File: src/hdl/tga_rle_pixel_decoder_macros.svh
// ---------------------------------------------------------------------------
// tga rle pixel decoder assertion macros
// concurrent checks, compiled out when SYNTH is defined
// ---------------------------------------------------------------------------
`ifndef TGA_RLE_PIXEL_DECODER_MACROS_SVH
`define TGA_RLE_PIXEL_DECODER_MACROS_SVH

`ifndef SYNTH
`define TGA_ASSERT(lbl, prop) \
  lbl: assert property (@(posedge clk) disable iff (!rst_n) (prop)) \
    else $error("tga rle decoder check failed");
`define TGA_ASSERT_ALWAYS(lbl, prop) \
  lbl: assert property (@(posedge clk) (prop)) \
    else $error("tga rle decoder check failed");
`else
`define TGA_ASSERT(lbl, prop)
`define TGA_ASSERT_ALWAYS(lbl, prop)
`endif

`endif

File: src/hdl/tga_rle_pkg.sv
// ---------------------------------------------------------------------------
// tga rle decoder package
// shared types, register indexes and constants
// ---------------------------------------------------------------------------
package tga_rle_pkg;

  localparam logic [7:0] RUN_BIAS = 8'h81;

  typedef enum logic [1:0] {
    REG_PIXEL_BYTES   = 2'd0,
    REG_IMAGE_WIDTH   = 2'd1,
    REG_IMAGE_HEIGHT  = 2'd2,
    REG_TOP_TO_BOTTOM = 2'd3
  } cfg_reg_t;

  typedef enum logic [1:0] {
    ST_IDLE  = 2'b01,
    ST_PLACE = 2'b10
  } state_t;

  typedef struct packed {
    logic take_word;
    logic place_step;
  } ctl_cmd_t;

  typedef struct packed {
    logic burst_start;
    logic burst_end;
    logic out_free;
  } dp_status_t;

endpackage

File: src/hdl/tga_rle_ctrl.sv
// ---------------------------------------------------------------------------
// tga rle decoder controller
// accepts stream words and sequences pixel placement one pixel per cycle while the output register has room
// ---------------------------------------------------------------------------
module tga_rle_ctrl
  import tga_rle_pkg::*;
(
  input  logic       clk,
  input  logic       rst_n,
  input  logic       in_tvalid,
  output logic       in_tready,
  input  dp_status_t status,
  output ctl_cmd_t   cmd
);

  state_t state_r;
  state_t state_nxt;

  assign in_tready      = (state_r == ST_IDLE);
  assign cmd.take_word  = (state_r == ST_IDLE) && in_tvalid;
  assign cmd.place_step = (state_r == ST_PLACE) && status.out_free;

  always_comb begin
    state_nxt = state_r;
    unique case (state_r)
      ST_IDLE: begin
        if (cmd.take_word && status.burst_start) state_nxt = ST_PLACE;
      end
      ST_PLACE: begin
        if (cmd.place_step && status.burst_end) state_nxt = ST_IDLE;
      end
      default: state_nxt = ST_IDLE;
    endcase
  end

  always_ff @(posedge clk) begin
    if (!rst_n) begin
      state_r <= ST_IDLE;
    end else begin
      state_r <= state_nxt;
    end
  end

endmodule

File: src/hdl/tga_rle_dp.sv
// ---------------------------------------------------------------------------
// tga rle decoder datapath
// packet parsing, pixel assembly, position tracking and the output register
// ---------------------------------------------------------------------------
`include "tga_rle_pixel_decoder_macros.svh"

module tga_rle_dp
  import tga_rle_pkg::*;
(
  input  logic        clk,
  input  logic        rst_n,
  input  logic        cfg_we,
  input  logic [1:0]  cfg_addr,
  input  logic [15:0] cfg_wdata,
  input  logic        in_cmd,
  input  logic [7:0]  in_byte,
  input  ctl_cmd_t    cmd,
  output dp_status_t  status,
  input  logic        out_tready,
  output logic        out_tvalid,
  output logic [31:0] out_first,
  output logic [31:0] out_second,
  output logic        out_second_valid,
  output logic [15:0] out_row,
  output logic [15:0] out_col,
  output logic        out_done,
  output logic        out_last
);

  // configuration
  logic [2:0]  pixel_bytes_r;
  logic [15:0] width_r;
  logic [15:0] height_r;
  logic        ttb_r;

  // decode state
  logic [7:0]  packet_left_r, packet_left_nxt;
  logic        is_run_r, is_run_nxt;
  logic [1:0]  bpos_r, bpos_nxt;
  logic [31:0] gather_r, gather_nxt;
  logic [15:0] cur_col_r, cur_col_nxt;
  logic [15:0] cur_row_r, cur_row_nxt;
  logic        finished_r, finished_nxt;
  logic [7:0]  remain_r, remain_nxt;

  // pair slot
  logic        slot_full_r, slot_full_nxt;
  logic [15:0] slot_row_r, slot_row_nxt;
  logic [15:0] slot_col_r, slot_col_nxt;

  // output register
  logic        out_valid_r, out_valid_nxt;
  logic [31:0] out_first_r, out_first_nxt;
  logic [31:0] out_second_r, out_second_nxt;
  logic        out_sv_r, out_sv_nxt;
  logic [15:0] out_row_r, out_row_nxt;
  logic [15:0] out_col_r, out_col_nxt;
  logic        out_done_r, out_done_nxt;
  logic        out_last_r, out_last_nxt;

  logic [2:0]  pb_eff;
  logic        blocked;
  logic        is_header;
  logic [31:0] gather_add;
  logic        completes;
  logic        fail;
  logic [16:0] col_inc;
  logic        wrap;
  logic [15:0] row_adv;
  logic        done_now;
  logic [7:0]  remain_dec;
  logic        stop;
  logic        emit;
  logic [15:0] pix_row;

  always_comb begin
    priority if (pixel_bytes_r == 3'd0) pb_eff = 3'd1;
    else if (pixel_bytes_r > 3'd4)      pb_eff = 3'd4;
    else                                pb_eff = pixel_bytes_r;
  end

  assign blocked    = finished_r || (width_r == 16'd0) || (height_r == 16'd0);
  assign is_header  = (packet_left_r == 8'd0);
  assign gather_add = gather_r | ({24'd0, in_byte} << {bpos_r, 3'b000});
  assign completes  = (({1'b0, bpos_r}) + 3'd1) >= pb_eff;

  assign fail       = finished_r || (cur_row_r >= height_r);
  assign col_inc    = {1'b0, cur_col_r} + 17'd1;
  assign wrap       = col_inc >= {1'b0, width_r};
  assign row_adv    = wrap ? cur_row_r + 16'd1 : cur_row_r;
  assign done_now   = row_adv >= height_r;
  assign remain_dec = remain_r - 8'd1;
  assign stop       = fail || (remain_dec == 8'd0) || done_now;
  assign emit       = cmd.place_step && !fail && (slot_full_r || stop);
  assign pix_row    = ttb_r ? cur_row_r : height_r - 16'd1 - cur_row_r;

  assign status.burst_start = in_cmd && !blocked && !is_header && completes;
  assign status.burst_end   = stop;
  assign status.out_free    = !out_valid_r || out_tready;

  always_comb begin
    packet_left_nxt = packet_left_r;
    is_run_nxt      = is_run_r;
    bpos_nxt        = bpos_r;
    gather_nxt      = gather_r;
    cur_col_nxt     = cur_col_r;
    cur_row_nxt     = cur_row_r;
    finished_nxt    = finished_r;
    remain_nxt      = remain_r;
    slot_full_nxt   = slot_full_r;
    slot_row_nxt    = slot_row_r;
    slot_col_nxt    = slot_col_r;
    out_valid_nxt   = out_valid_r && !out_tready;
    out_first_nxt   = out_first_r;
    out_second_nxt  = out_second_r;
    out_sv_nxt      = out_sv_r;
    out_row_nxt     = out_row_r;
    out_col_nxt     = out_col_r;
    out_done_nxt    = out_done_r;
    out_last_nxt    = out_last_r;

    if (cmd.take_word) begin
      if (!in_cmd) begin
        packet_left_nxt = 8'd0;
        is_run_nxt      = 1'b0;
        bpos_nxt        = 2'd0;
        gather_nxt      = 32'd0;
        cur_col_nxt     = 16'd0;
        cur_row_nxt     = 16'd0;
        finished_nxt    = 1'b0;
      end else if (!blocked) begin
        if (is_header) begin
          if (in_byte[7]) begin
            packet_left_nxt = in_byte + RUN_BIAS;
            is_run_nxt      = 1'b1;
          end else begin
            packet_left_nxt = in_byte + 8'd1;
            is_run_nxt      = 1'b0;
          end
          bpos_nxt   = 2'd0;
          gather_nxt = 32'd0;
        end else begin
          gather_nxt = gather_add;
          if (!completes) begin
            bpos_nxt = bpos_r + 2'd1;
          end else begin
            bpos_nxt        = 2'd0;
            remain_nxt      = is_run_r ? packet_left_r : 8'd1;
            packet_left_nxt = is_run_r ? 8'd0 : packet_left_r - 8'd1;
          end
        end
      end
    end

    if (cmd.place_step) begin
      if (fail) begin
        finished_nxt = 1'b1;
      end else begin
        cur_col_nxt  = wrap ? 16'd0 : col_inc[15:0];
        cur_row_nxt  = row_adv;
        finished_nxt = done_now;
        remain_nxt   = remain_dec;
        if (slot_full_r || stop) begin
          slot_full_nxt  = 1'b0;
          out_valid_nxt  = 1'b1;
          out_first_nxt  = gather_r;
          out_second_nxt = slot_full_r ? gather_r : 32'd0;
          out_sv_nxt     = slot_full_r;
          out_row_nxt    = slot_full_r ? slot_row_r : pix_row;
          out_col_nxt    = slot_full_r ? slot_col_r : cur_col_r;
          out_done_nxt   = done_now;
          out_last_nxt   = stop;
        end else begin
          slot_full_nxt = 1'b1;
          slot_row_nxt  = pix_row;
          slot_col_nxt  = cur_col_r;
        end
      end
      if (stop) gather_nxt = 32'd0;
    end
  end

  always_ff @(posedge clk) begin
    if (!rst_n) begin
      pixel_bytes_r <= 3'd4;
      width_r       <= 16'd1;
      height_r      <= 16'd1;
      ttb_r         <= 1'b0;
      packet_left_r <= 8'd0;
      is_run_r      <= 1'b0;
      bpos_r        <= 2'd0;
      gather_r      <= 32'd0;
      cur_col_r     <= 16'd0;
      cur_row_r     <= 16'd0;
      finished_r    <= 1'b0;
      remain_r      <= 8'd0;
      slot_full_r   <= 1'b0;
      out_valid_r   <= 1'b0;
    end else begin
      if (cfg_we) begin
        unique case (cfg_reg_t'(cfg_addr))
          REG_PIXEL_BYTES:   pixel_bytes_r <= cfg_wdata[2:0];
          REG_IMAGE_WIDTH:   width_r       <= cfg_wdata;
          REG_IMAGE_HEIGHT:  height_r      <= cfg_wdata;
          REG_TOP_TO_BOTTOM: ttb_r         <= cfg_wdata[0];
        endcase
      end
      packet_left_r <= packet_left_nxt;
      is_run_r      <= is_run_nxt;
      bpos_r        <= bpos_nxt;
      gather_r      <= gather_nxt;
      cur_col_r     <= cur_col_nxt;
      cur_row_r     <= cur_row_nxt;
      finished_r    <= finished_nxt;
      remain_r      <= remain_nxt;
      slot_full_r   <= slot_full_nxt;
      out_valid_r   <= out_valid_nxt;
    end
  end

  always_ff @(posedge clk) begin
    slot_row_r   <= slot_row_nxt;
    slot_col_r   <= slot_col_nxt;
    out_first_r  <= out_first_nxt;
    out_second_r <= out_second_nxt;
    out_sv_r     <= out_sv_nxt;
    out_row_r    <= out_row_nxt;
    out_col_r    <= out_col_nxt;
    out_done_r   <= out_done_nxt;
    out_last_r   <= out_last_nxt;
  end

  assign out_tvalid       = out_valid_r;
  assign out_first        = out_first_r;
  assign out_second       = out_second_r;
  assign out_second_valid = out_sv_r;
  assign out_row          = out_row_r;
  assign out_col          = out_col_r;
  assign out_done         = out_done_r;
  assign out_last         = out_last_r;

  `TGA_ASSERT(a_emit_needs_room, emit |-> (!out_valid_r || out_tready))
  `TGA_ASSERT(a_step_has_work, cmd.place_step |-> (remain_r != 8'd0))
  `TGA_ASSERT(a_no_pixel_after_full, (cmd.place_step && finished_r) |-> !emit)
  `TGA_ASSERT(a_pair_same_value,
              (out_valid_r && out_sv_r) |-> (out_first_r == out_second_r))

endmodule

File: src/hdl/tga_rle_pixel_decoder.sv
// a lone pixel goes via ST_PLACE to the output register; longer runs fill the pair slot first
// a run of n pixels is placed one pixel per cycle while output has room, and input waits meanwhile
// header bytes, partial pixel bytes and new-image words are taken without leaving the idle state
// the output register lets input continue while the final result waits
// reset: synchronous active-low rst_n clears state and loads register defaults
// ---------------------------------------------------------------------------
// tga rle pixel decoder
// expands tga run-length packets into single pixels or pixel pairs tagged with row and column
// ---------------------------------------------------------------------------
module tga_rle_pixel_decoder
  import tga_rle_pkg::*;
(
  input  logic        clk,
  input  logic        rst_n,
  input  logic        cfg_we,
  input  logic [1:0]  cfg_addr,
  input  logic [15:0] cfg_wdata,
  input  logic        in_tvalid,
  output logic        in_tready,
  input  logic [7:0]  in_tdata,   // data_byte
  input  logic        in_tuser,   // cmd
  output logic        out_tvalid,
  input  logic        out_tready,
  output logic [95:0] out_tdata,  // first_pixel, second_pixel, pixel_row, pixel_col
  output logic [1:0]  out_tuser,  // second_valid, image_done
  output logic        out_tlast
);

  ctl_cmd_t   cmd;
  dp_status_t status;

  logic [31:0] first_pixel;
  logic [31:0] second_pixel;
  logic        second_valid;
  logic [15:0] pixel_row;
  logic [15:0] pixel_col;
  logic        image_done;

  tga_rle_ctrl u_ctrl (
    .clk       (clk),
    .rst_n     (rst_n),
    .in_tvalid (in_tvalid),
    .in_tready (in_tready),
    .status    (status),
    .cmd       (cmd)
  );

  tga_rle_dp u_dp (
    .clk              (clk),
    .rst_n            (rst_n),
    .cfg_we           (cfg_we),
    .cfg_addr         (cfg_addr),
    .cfg_wdata        (cfg_wdata),
    .in_cmd           (in_tuser),
    .in_byte          (in_tdata),
    .cmd              (cmd),
    .status           (status),
    .out_tready       (out_tready),
    .out_tvalid       (out_tvalid),
    .out_first        (first_pixel),
    .out_second       (second_pixel),
    .out_second_valid (second_valid),
    .out_row          (pixel_row),
    .out_col          (pixel_col),
    .out_done         (image_done),
    .out_last         (out_tlast)
  );

  assign out_tdata = {pixel_col, pixel_row, second_pixel, first_pixel};
  assign out_tuser = {image_done, second_valid};

endmodule
File: config.mk
export PLATFORM = sky130hd
export DESIGN_NAME = tga_rle_pixel_decoder
export DESIGN_NICKNAME = d
export VERILOG_FILES = /design/src/hdl/tga_rle_pkg.sv /design/src/hdl/tga_rle_ctrl.sv /design/src/hdl/tga_rle_dp.sv /design/src/hdl/tga_rle_pixel_decoder.sv
export VERILOG_INCLUDE_DIRS = /design/src /design/src/hdl
export SDC_FILE = /design/constraint.sdc
export NUM_CORES = 1
export LEC_CHECK = 0
export ABC_AREA = 1
export BUFFER_PORTS_ARGS = -buffer_cell sky130_fd_sc_hd__buf_2
export CORE_MARGIN = 4
export CORE_UTILIZATION = 47
export CTS_BUF_LIST = sky130_fd_sc_hd__clkbuf_16
export CTS_CLUSTER_DIAMETER = 100
export DETAILED_ROUTE_END_ITERATION = 16
export PLACE_DENSITY = 0.71
export SETUP_SLACK_MARGIN = 0.2
export SLEW_MARGIN = 20
export SYNTH_ARGS = -nofsm -noshare
export SYNTH_HDL_FRONTEND = slang
export SYNTH_SLANG_ARGS = --single-unit
File: constraint.sdc
create_clock -name clk -period 8.5 [get_ports clk]
set_input_delay 0 -clock clk [delete_from_list [all_inputs] [get_ports clk]]
set_output_delay 0 -clock clk [all_outputs]
set_load 0.005 [all_outputs]
* Word-level counts from Yosys, hierarchy flattened *
Cells that the tools add are included.

operators by class
  muxes and demuxes = 54
  magnitude comparators = 5
  equal/unequal tests = 11
  bitwise gates (word level) = 3
  shifts and indexed selects = 1
  reductions and logical operators = 38
  $add $sub $neg = 10

operator list
  operator               count
  $mux 16                13
  $mux 32                6
  $mux 8                 14
  $ge 16x16->1           2
  $logic_not 16->1       2
  $or 32x32->32          1
  $shl 8x5->32           1
  $add 16x1->17 const B  1
  $ge 17x16->1           1
  $add 16x1->16 const B  1
  $logic_not 8->1        2
  $reduce_and 2->1       8
  $sub 16x1->16 const B  1
  $sub 16x16->16         1
  $sub 8x1->8 const B    2
  $mux 1                 12
  $mux 2                 6
  $reduce_and 3->1       4
  $add 8x1->8 const B    1
  $add 8x8->8 const B    1
  $logic_and 1x1->1      8
  $logic_or 1x1->1       7
  $eq 2x2->1 const B     3
  $mux 3                 2
  other kinds (14)       22

storage, ports and cells
  register bits = 255

* Depth between registers and ports, before layout *
Gate-level depths: netlist (run 1).

  depth in word-level cells = 11
  mapped depth = 34

* Modules after synthesis *
From an unflattened synthesis (run 1), not the netlist that was laid out.

second synthesis, totals
  cells, all modules = 1,562
  area, all modules = 13,146.4 um^2

modules (own cells, without submodules)
  module                 cells each  area each (um^2)  instances  seq. area each (um^2)
  tga_rle_dp             1,544       13,015.0          1          6,376.1
  tga_rle_ctrl           16          116.4             1          40.0
  tga_rle_pixel_decoder  2           15.0              1          0.0

* Worst setup path after synthesis (run 1) *
Ideal clock, no wire load.

  kind = reg-to-reg
  start point = register u_dp.cur_col_r[4]
  end point = register u_dp.out_col_r[0], in the netlist u_dp.out_col[0], enable pin
  data required time = 8.047 ns
  stages on the path, launching flop included = 27
  data arrival time = 5.356 ns
  library setup time = 0.453 ns
  setup slack = 2.690 ns
  clock period less this slack = 5.810 ns
  cell sequence = dfxtp_1 inv_1 nor3_1 nand3_1 nor2_1 nand3_1 xor2_1 ha_1 and3_1 nand2_1 nor2_1 a21oi_1 nand2_1 a21oi_2 buf_6 nand2_1 nand2_1 inv_1 ha_1 nand2_1 nor3_1 nand3_1 nand3_1 nor2_2 nand3_1 nand2_1 inv_1

on the way
  cells in the longest elaborated chain, start to end = 7

RTL lines
  element                     RTL line           text
  start: declaration          tga_rle_dp.sv:41   logic [15:0] cur_col_r, cur_col_nxt;
  start signal: assignment    tga_rle_dp.sv:212  cur_col_r <= cur_col_nxt;
  $add 16x1->17               tga_rle_dp.sv:88   assign col_inc = {1'b0, cur_col_r} + 17'd1;
  $ge 17x16->1                tga_rle_dp.sv:89   assign wrap = col_inc >= {1'b0, width_r};
  $mux 16                     tga_rle_dp.sv:90   assign row_adv = wrap ? cur_row_r + 16'd1 : cur_row_r;
  $ge 16x16->1                tga_rle_dp.sv:91   assign done_now = row_adv >= height_r;
  named net u_dp.done_now     tga_rle_dp.sv:70   logic done_now;
  $logic_or 1x1->1            tga_rle_dp.sv:93   assign stop = fail || (remain_dec == 8'd0) || done_now;
  $logic_or 1x1->1            --
  $reduce_and 3->1 (no line)  --
  end signal: assignment      tga_rle_dp.sv:228  out_col_r <= out_col_nxt;
  end: declaration            tga_rle_dp.sv:57   logic [15:0] out_col_r, out_col_nxt;

The timed path passes the listed nets, and every way through them passes these cells.
A chain may end at the register's enable or synchronous reset.

* Final worst setup path (run 1) *
  start point = register u_dp.cur_col_r[4]
  end point = register u_dp.out_first_r[1], in the netlist u_dp.out_first[1], enable pin

on the way
  cells in the longest elaborated chain, start to end = 7

RTL lines
  element                     RTL line           text
  $add 16x1->17               tga_rle_dp.sv:88
  $ge 17x16->1                tga_rle_dp.sv:89
  $mux 16                     tga_rle_dp.sv:90
  $ge 16x16->1                tga_rle_dp.sv:91
  named net u_dp.done_now     tga_rle_dp.sv:70
  $logic_or 1x1->1            tga_rle_dp.sv:93
  $logic_or 1x1->1            --
  $reduce_and 3->1 (no line)  --
  end signal: assignment      tga_rle_dp.sv:224  out_first_r <= out_first_nxt;
  end: declaration            tga_rle_dp.sv:53   logic [31:0] out_first_r, out_first_nxt;

The timed path passes the listed nets, and every way through them passes these cells.

==> results.yml, run 1 <==
clock_network:
  cts_root_buf: "clkbuf_16"
  clock_sinks: 255
  cts_buffers: 27
  clockBufferDepth: 3
  cts_tree: "done"
  htree_levels: 1
  insertion_delay_ns: 0.54
  clkTransAtPathRegs_ns: 0.06
global_route:
  grt_usage_pct: 21.0
  gr-total-overflow: 0
  antenna_found_initial: 1
  grt_max_degree: 74
  grt_pass1_wl_um: 53300
  grt_pass1_vias: 10233
min_path:
  whs_path_depth: 3
  hp-class: "in2reg"
  min_from: "rst_n"
sta:
  hold_ws_ns: 0.0677
  period_needed_ns: 5.94
  clock_skew_ns: 0.0142
  rsz0062_at_grt: "false"
  fin_ws_ns: 2.56
  fmax_mhz: 168
  min_period_over_period_pct: 69.9
  finalHoldViolations: 0
  relSlewSlack_pct: 32.9
  worst_pin_slew_ns: 1.01
  drv_slew: 0
  tns_ns: 0
  setup_viol: 0
worst_setup_path:
  critPathKind: "reg2reg"
  cp-startpoint: "u_dp.cur_col_r[4]"
  cp-start-kind: "flip-flop"
  reg2reg_depth: 26
  timing.rr.start: "u_dp.cur_col_r[4]"
  worstPathArrival_ns: 6.13
  cp.required_ns: 8.69
  endpoint_kind: "flip-flop"
  critPathMaxFanout: 73
floorplanning:
  core_area_um2: 27200
  ios: 133
  dieArea_um2: 30500
  die_h_um: 175
  start_util_pct: 48.1
  die_x_um: 175
  rows: 60
power_and_ir_drop:
  power.density_nw_per_um2: 200
  peakVddDrop_mv: 0.158
  swShare_pct: 27.1
  p_sw_uw: 826
  power_frac_comb_pct: 16.0
  cell_internal_pwr_uw: 2220
  power.leakage_uw: 0.00668
  power_frac_clock_pct: 39.8
  seqPwrFrac_pct: 44.2
synthesis:
  synth_mux_area_share_pct: 0
  synth_top_family_by_area: "simple AND/OR/NAND/NOR gates"
  synth_warnings: 0
  synthTopCellsByArea: "edfxtp_1 30%, dfxtp_1 19%, nand2_1 9.4%"
  syn_area_um2: 13100
  postSynthAreaPerCell_um2: 8.48
  synth_cells: 1541
  ys.flop_type: "edfxtp_1"
  synth-xor-area-share_pct: 2.48
  synth_compound_area_share_pct: 11.2
  yosysTopAreaCellShare_pct: 30.1
  synth_common_cells: "328 x nand2_1, 190 x inv_1, 131 x edfxtp_1"
  async_flop_share_pct: 0
  yosys.area.top_type: "edfxtp_1"
  synth-simple-area-share_pct: 21.9
  ys_seq_area_share_pct: 49.1
  synth_adder_area_share_pct: 7.24
  ys_seq_elements: 255
  yosysMostFrequentCell: "nand2_1"
  synth_fp_nets: 1648
  synth.distinct_cells: 43
  synth_edf_count: 131
placement:
  dp_hpwl_um: 23200
  numPortBuffers: 132
  place_ws_ns: 2.53
  globalplace.congestion: 0.948
final_layout:
  diodes: 0
  nets: 1793
  drive_gt1_share_pct: 14.1
  multi_input_area_um2: 5590
  area_delta_synth_final_pct: 16.4
  final_util_pct: 56.0
  num-fill-cells: 2407
  layout.area.seq_um2: 6420
drt:
  routed_wl_um: 33000
  via_per_inst: 5.26
  ant_nets: 0
  firstDrtPassIters: 8
  drc: 0
  routedWlPerCell_um: 15.9
  drt_iter0_markers: 1144
  vias: 10940
job:
  cap_viol_max_count: 0
status:
  outcome: "complete, no violations"
stage by stage:
stage	cell area (um^2)	instances	total power, uW
5_1_grt	15200	2079	3190
4_1_cts	15200	2079	3060
6_report	15200	2079	3040
3_5_place_dp	13900	1991	1840
3_3_place_gp	13900	1991	1830
2_1_floorplan	13100	1541	1730
power groups by stage:
stage / combinational, uW / clock (uW) / sequential, uW
after floorplan: 372 / 0 / 1360
after global placement: 455 / 0 / 1370
after detailed placement: 464 / 0 / 1370
after CTS: 480 / 1230 / 1340
after global routing: 556 / 1290 / 1350
final: 488 / 1210 / 1350
cell families (layout without fill, tap and decap cells):
family,Yosys count,count (layout)
and+or+nand+nor,648,648
adders and majority gates,75,75
buffers and inverters,256,422
AOI/OAI and AO/OA,270,270
xor gates and xnor gates,37,37
DFF,255,255
worst max-delay path, stage by stage (launching register included):
cell     delay, ns
dfxtp_1       0.40
inv_1         0.10
nor3_1        0.26
nand3_1       0.13
nor2_1        0.19
nand3_1       0.11
xor2_1        0.21
ha_1          0.26
and3_1        0.22
nand2_1       0.07
nor2_1        0.03
a21oi_1       0.11
nand2_1       0.10
a21oi_2       0.61
nand2_1       0.11
nand2_1       0.12
inv_1         0.05
ha_1          0.28
nand2_1       0.08
nor3_1        0.34
nand3_1       0.11
nand3_1       0.16
nor2_2        0.07
nand3_1       0.11
nand2_1       0.15
inv_4         0.71
buf_4         0.49
per-layer routing:
layer | vias to the layer above | global-route usage (%) | routed length [um]
li1 | 5414 | - | -
met2 | 426 | 34.5 | 15300
met3 | 67 | 3.48 | 2340
met1 | 5031 | 29.0 | 14600
met4 | 2 | 5.70 | 729
met5 | - | 0 | 7
cell type report:
cell class / instances / area share (%)
Clock buffer: 27 / 4.44
Timing Repair Buffer: 176 / 7.14
Multi-Input combinational cell: 1030 / 36.7
Sequential cell: 255 / 42.2
Clock inverter: 23 / 1.56
Tap cell: 372 / 3.06
Inverter: 196 / 4.85
flip-flops by register name (all words and copies together), names as in the netlist, 2 cells and up:
signal	flops
u_dp.out_row	16
u_dp.bpos_r	2
u_dp.cur_col_r	16
u_dp.out_first	32
u_dp.slot_row_r	16
u_dp.slot_col_r	16
u_dp.height_r	16
u_dp.gather_r	32
u_dp.packet_left_r	8
u_dp.remain_r	8
u_dp.pixel_bytes_r	3
u_dp.out_second	32
u_dp.width_r	16
u_ctrl.state_r	2
u_dp.cur_row_r	16
u_dp.out_col	16
path summary, 6_finish.rpt:
path | to | slack [ns]
worst min-delay path | u_ctrl.state_r[0] | 0.07
worst max register to register | u_dp.out_first[1] | 2.56
worst max-delay path | u_dp.out_first[1] | 2.56
worst min register to register | u_dp.pixel_bytes_r[0] | 0.46
placed cells by master (no fill, tap or decap), types with 8 or more instances in the layout:
cell type,instances
a41oi_1,16
xor2_1,29
dfxtp_1,122
nor2_1,110
clkbuf_16,27
nand2_1,328
o21ai_0,109
buf_2,132
xnor2_1,8
dlygate4sd3_1,38
inv_1,196
edfxtp_1,131
nor2_2,34
ha_1,74
nor3_1,31
a21oi_1,125
nand3_1,97
nand4_1,16
repair_timing:
action,4_1_cts,5_1_grt
hold endpoints to repair,59,0
hold buffers,38,0
gates resized for setup,0,0
buffers inserted,0,0
(Power assumes the default switching activity.)
==> run 2: changes to the inputs <==
- clock period: 8.5 -> 6.1 ns (I/O delays scaled with it)
==> run 2 against run 1 <==
Die area unchanged. Final cell count is essentially flat. Sequential power up 39%. Total power is 39% higher. Global-route usage up 0.23 points. Register-to-register slack worse by 1.7 ns. Via count down 0.90%. Core utilization up 0.16 points. Routed wire length increased by 0.33%. First-iteration DRC count decreased by 3.0%. Combinational power is 42% higher. Fmax rose by 14%. Largest cell class unchanged. Largest power group unchanged.
==> results.yml, run 2 (synthesis gave the netlist of run 1 again) <==
status:
  outcome: "complete, no violations"
sta:
  clock_skew_ns: 0.00958
  drv_slew: 0
  hold_ws_ns: 0.111
  fin_ws_ns: 0.912
  finalHoldViolations: 0
  worst_pin_slew_ns: 0.996
  min_period_over_period_pct: 85.1
  fmax_mhz: 193
  rsz0062_at_grt: "false"
  relSlewSlack_pct: 33.5
  tns_ns: 0
  period_needed_ns: 5.19
  setup_viol: 0
worst_setup_path:
  cpLargestDelayFamily: "simple AND/OR/NAND/NOR gates"
  worstPathArrival_ns: 5.39
  critPathKind: "reg2reg"
  critPathBufInv: 4
  cp.required_ns: 6.30
  endpoint_kind: "flip-flop"
  crit_top_cell: "nand2_1"
  cp_slowest_cell: "a21oi_4"
  cp-start-kind: "flip-flop"
  critPathMaxFanout: 43
  critPathMaxStageDelay_ns: 0.43
clock_network:
  htree_levels: 1
  clock_sinks: 255
  cts_root_buf: "clkbuf_16"
  clkTransAtPathRegs_ns: 0.06
  clockBufferDepth: 3
  insertion_delay_ns: 0.52
  cts_buffers: 26
  cts_tree: "done"
placement:
  dp_hpwl_um: 23500
  placedCellCount: 1994
  place_ws_ns: 0.763
  numPortBuffers: 132
  globalplace.congestion: 0.925
drt:
  vias: 10841
  via_per_inst: 5.22
  drt_iter0_markers: 1110
  ant_nets: 0
  routedWlPerCell_um: 15.9
  routed_wl_um: 33100
  drc: 0
  firstDrtPassIters: 6
final_layout:
  num-fill-cells: 2436
  drive_gt1_share_pct: 14.3
  layout_commonest_cell: "nand2_1"
  area_delta_synth_final_pct: 16.7
  final_cell_mix: "328 x nand2_1, 193 x inv_1, 132 x buf_2"
  diodes: 0
  layout.cells.non_filler: 2078
  nets: 1793
global_route:
  gr-total-overflow: 0
  grt_max_degree: 73
  grt_usage_pct: 21.2
  grt_pass1_vias: 10236
  grt_pass1_wl_um: 54000
  antenna_found_initial: 1
floorplanning:
  start_util_pct: 48.1
  die_x_um: 175
  core_area_um2: 27200
  ios: 133
  dieArea_um2: 30500
  rows: 60
  die_h_um: 175
power_and_ir_drop:
  peakVddDrop_mv: 0.189
  power.leakage_uw: 0.00668
  finalPower_uw: 4240
  power.density_nw_per_um2: 278
job:
  cap_viol_max_count: 0
min_path:
  hp-class: "in2reg"
run 2: final cells by class:
type | count | area [um^2] | share of cell area [%]
Multi-Input combinational cell | 1030 | 5600 | 36.7
Sequential cell | 255 | 6420 | 42.1
Timing Repair Buffer | 177 | 1130 | 7.38
Tap cell | 372 | 465 | 3.05
Clock buffer | 27 | 676 | 4.43
Inverter | 196 | 738 | 4.84
Clock inverter | 21 | 235 | 1.54
run 2: stage by stage:
step / instance area (um^2) / utilization (%)
2_1_floorplan: 13100 / -
3_3_place_gp: 14000 / 51.4
3_5_place_dp: 14000 / 51.4
4_1_cts: 15200 / 56.1
5_1_grt: 15300 / 56.1
6_report: 15300 / 56.1
run 2: what timing repair did:
action / in CTS / in global routing
endpoints found under the hold margin: 56 / 0
hold buffers: 36 / 0
setup endpoints to repair: 0 / 110
setup buffers: 0 / 0
gates resized for setup: 0 / 1
run 2: path summary, 6_finish.rpt:
check | end | cells after the start | slack (ns) | startpoint
worst max-delay path | u_dp.out_first[3] | 26 | 0.91 | u_dp.cur_col_r[3]
worst min-delay path | u_ctrl.state_r[0] | 3 | 0.11 | rst_n
worst max register to register | u_dp.out_first[3] | 26 | 0.91 | u_dp.cur_col_r[3]
worst min register to register | u_dp.out_first[7] | 0 | 0.46 | u_dp.gather_r[7]
run 2: metal layers:
metal | routed length [um] | up-vias | global-route usage [%] | share of wire (%)
li1 | - | 5409 | - | -
met1 | 14900 | 5044 | 30.2 | 45
met2 | 15200 | 325 | 34.4 | 46
met3 | 2060 | 61 | 2.81 | 6.2
met4 | 872 | 2 | 5.92 | 2.6
met5 | 8 | - | 0 | 0.024
run 2: worst min-delay path, cell delays in order:
cell,delay [ns]
buf_2,0.09
buf_4,0.34
nand2_1,0.15
run 2: power by group:
part	total (uW)	internal [uW]	switching (uW)
registers	1870	1840	32.2
clock network	1680	1020	661
logic	692	238	454
==> run 3: changes to the inputs <==
- PLACE_DENSITY: 0.71 -> 0.75
==> run 3 against run 2 <==
Flip-flop and latch count is the same. Sequential share of layout area grew 0.29 points. Cell area fell by 0.67%. Register-to-register slack worse by 0.10 ns. Clock-buffer cell count fell by 1.
==> results.yml, run 3 (synthesis gave the netlist of run 1 again) <==
drt:
  firstDrtPassIters: 6
  via_per_inst: 5.26
  ant_nets: 0
  vias: 10943
  drt_iter0_markers: 1108
  routedWlPerCell_um: 15.8
  drc: 0
  routed_wl_um: 32900
placement:
  globalplace.congestion: 0.932
  numPortBuffers: 132
  place_ws_ns: 0.706
  dp_hpwl_um: 23200
  placedCellCount: 1993
floorplanning:
  die_x_um: 175
  die_h_um: 175
  ios: 133
  rows: 60
  dieArea_um2: 30500
  start_util_pct: 48.1
  core_area_um2: 27200
sta:
  rsz0062_at_grt: "false"
  fmax_mhz: 189
  setup_viol: 0
  fin_ws_ns: 0.809
  period_needed_ns: 5.29
  tns_ns: 0
  drv_slew: 0
  clock_skew_ns: 0.00884
  finalHoldViolations: 0
  min_period_over_period_pct: 86.7
  worst_pin_slew_ns: 0.995
  hold_ws_ns: 0.0573
  relSlewSlack_pct: 33.6
clock_network:
  clock_sinks: 255
  cts_tree: "done"
  cts_buffers: 26
  postCtsSetupBuffers: 0
  insertion_delay_ns: 0.53
  cts_root_buf: "clkbuf_16"
  htree_levels: 1
  clockBufferDepth: 3
  clkTransAtPathRegs_ns: 0.06
power_and_ir_drop:
  peakVddDrop_mv: 0.230
  finalPower_uw: 4100
  power.leakage_uw: 0.00662
  power.density_nw_per_um2: 270
worst_setup_path:
  crit_top_cell: "nand2_1"
  worstPathArrival_ns: 5.50
  critPathMaxStageDelay_ns: 0.42
  cp-start-kind: "flip-flop"
  cp_slowest_cell: "dfxtp_1"
  endpoint_kind: "flip-flop"
  critPathKind: "reg2reg"
  critPathMaxFanout: 26
  cp.required_ns: 6.31
global_route:
  gr-total-overflow: 0
  grt_usage_pct: 20.9
  antenna_found_initial: 1
  grt_pass1_vias: 10317
  grt_pass1_wl_um: 53200
  grt_max_degree: 81
final_layout:
  final_cell_mix: "328 x nand2_1, 192 x inv_1, 132 x buf_2"
  nets: 1793
  layout.area.seq_um2: 6420
  layout.cells.non_filler: 2079
  area_delta_synth_final_pct: 16.0
  num-fill-cells: 2386
  drive_gt1_share_pct: 14.1
  layout_commonest_cell: "nand2_1"
  multi_input_area_um2: 5590
status:
  outcome: "complete, no violations"
job:
  cap_viol_max_count: 0
min_path:
  hp-class: "in2reg"
## run 3: cell types whose count changed in the layout (fill, tap and decap cells not counted), moves of 2 or more
cell,before,now
clkinv_1,6,10
bufinv_16,5,2
buf_12,3,1
clkinv_2,5,3
clkinvlp_4,1,3
## run 3: metal layers
layer | up-vias | global-route usage, % | wire [um]
met2 | 396 | 33.9 | 15000
met3 | 91 | 2.68 | 2060
met5 | - | 0 | 0
met1 | 5044 | 28.9 | 14600
met4 | 0 | 7.66 | 1250
li1 | 5412 | - | -
## run 3: final timing paths
path | cells after the start | endpoint | slack (ns) | from
worst min register to register | 0 | u_dp.out_first[10] | 0.47 | u_dp.gather_r[10]
worst max-delay path | 27 | u_dp.out_col[12] | 0.81 | u_dp.cur_col_r[4]
worst max register to register | 27 | u_dp.out_col[12] | 0.81 | u_dp.cur_col_r[4]
worst min-delay path | 5 | u_dp.packet_left_r[6] | 0.06 | in_tuser
## run 3: where the power goes
part	internal, uW	switching [uW]	total, uW
registers	1840	35.8	1880
logic	236	446	682
clock network	866	673	1540
total	2940	1160	4100
## run 3: cell type report
| cell class | count | share of cell area (%) |
|---|---|---|
| flip-flops and latches | 255 | 42.4 |
| multi-input cells | 1030 | 36.9 |
| repair buffers | 177 | 7.31 |
| inverters | 196 | 4.89 |
| clock buffers | 26 | 4.29 |
| well taps | 372 | 3.07 |
| clock inverters | 22 | 1.17 |
| diodes | 1 | 0.0165 |
## run 3: critical path, delay by kind of cell, from the launching register on
family,cells,cell delay (ns)
AND/OR/NAND/NOR,17,2.39
XOR/XNOR,1,0.21
adder cells (fa/ha/maj),2,0.55
AO/OA/AOI/OAI,2,0.40
buffers and inverters,5,1.00
flip-flops,1,0.42
## run 3: per-stage QoR
step,util (%),area [um^2]
finish,55.8,15200
global route,55.8,15200
CTS,55.7,15100
detailed placement,51.3,13900
global placement,51.3,13900
floorplan,-,13100
## run 3: repair_timing
item	4_1_cts	5_1_grt
hold endpoints to repair	59	0
setup endpoints to repair	0	70
hold buffers	37	0
resized for setup	0	2
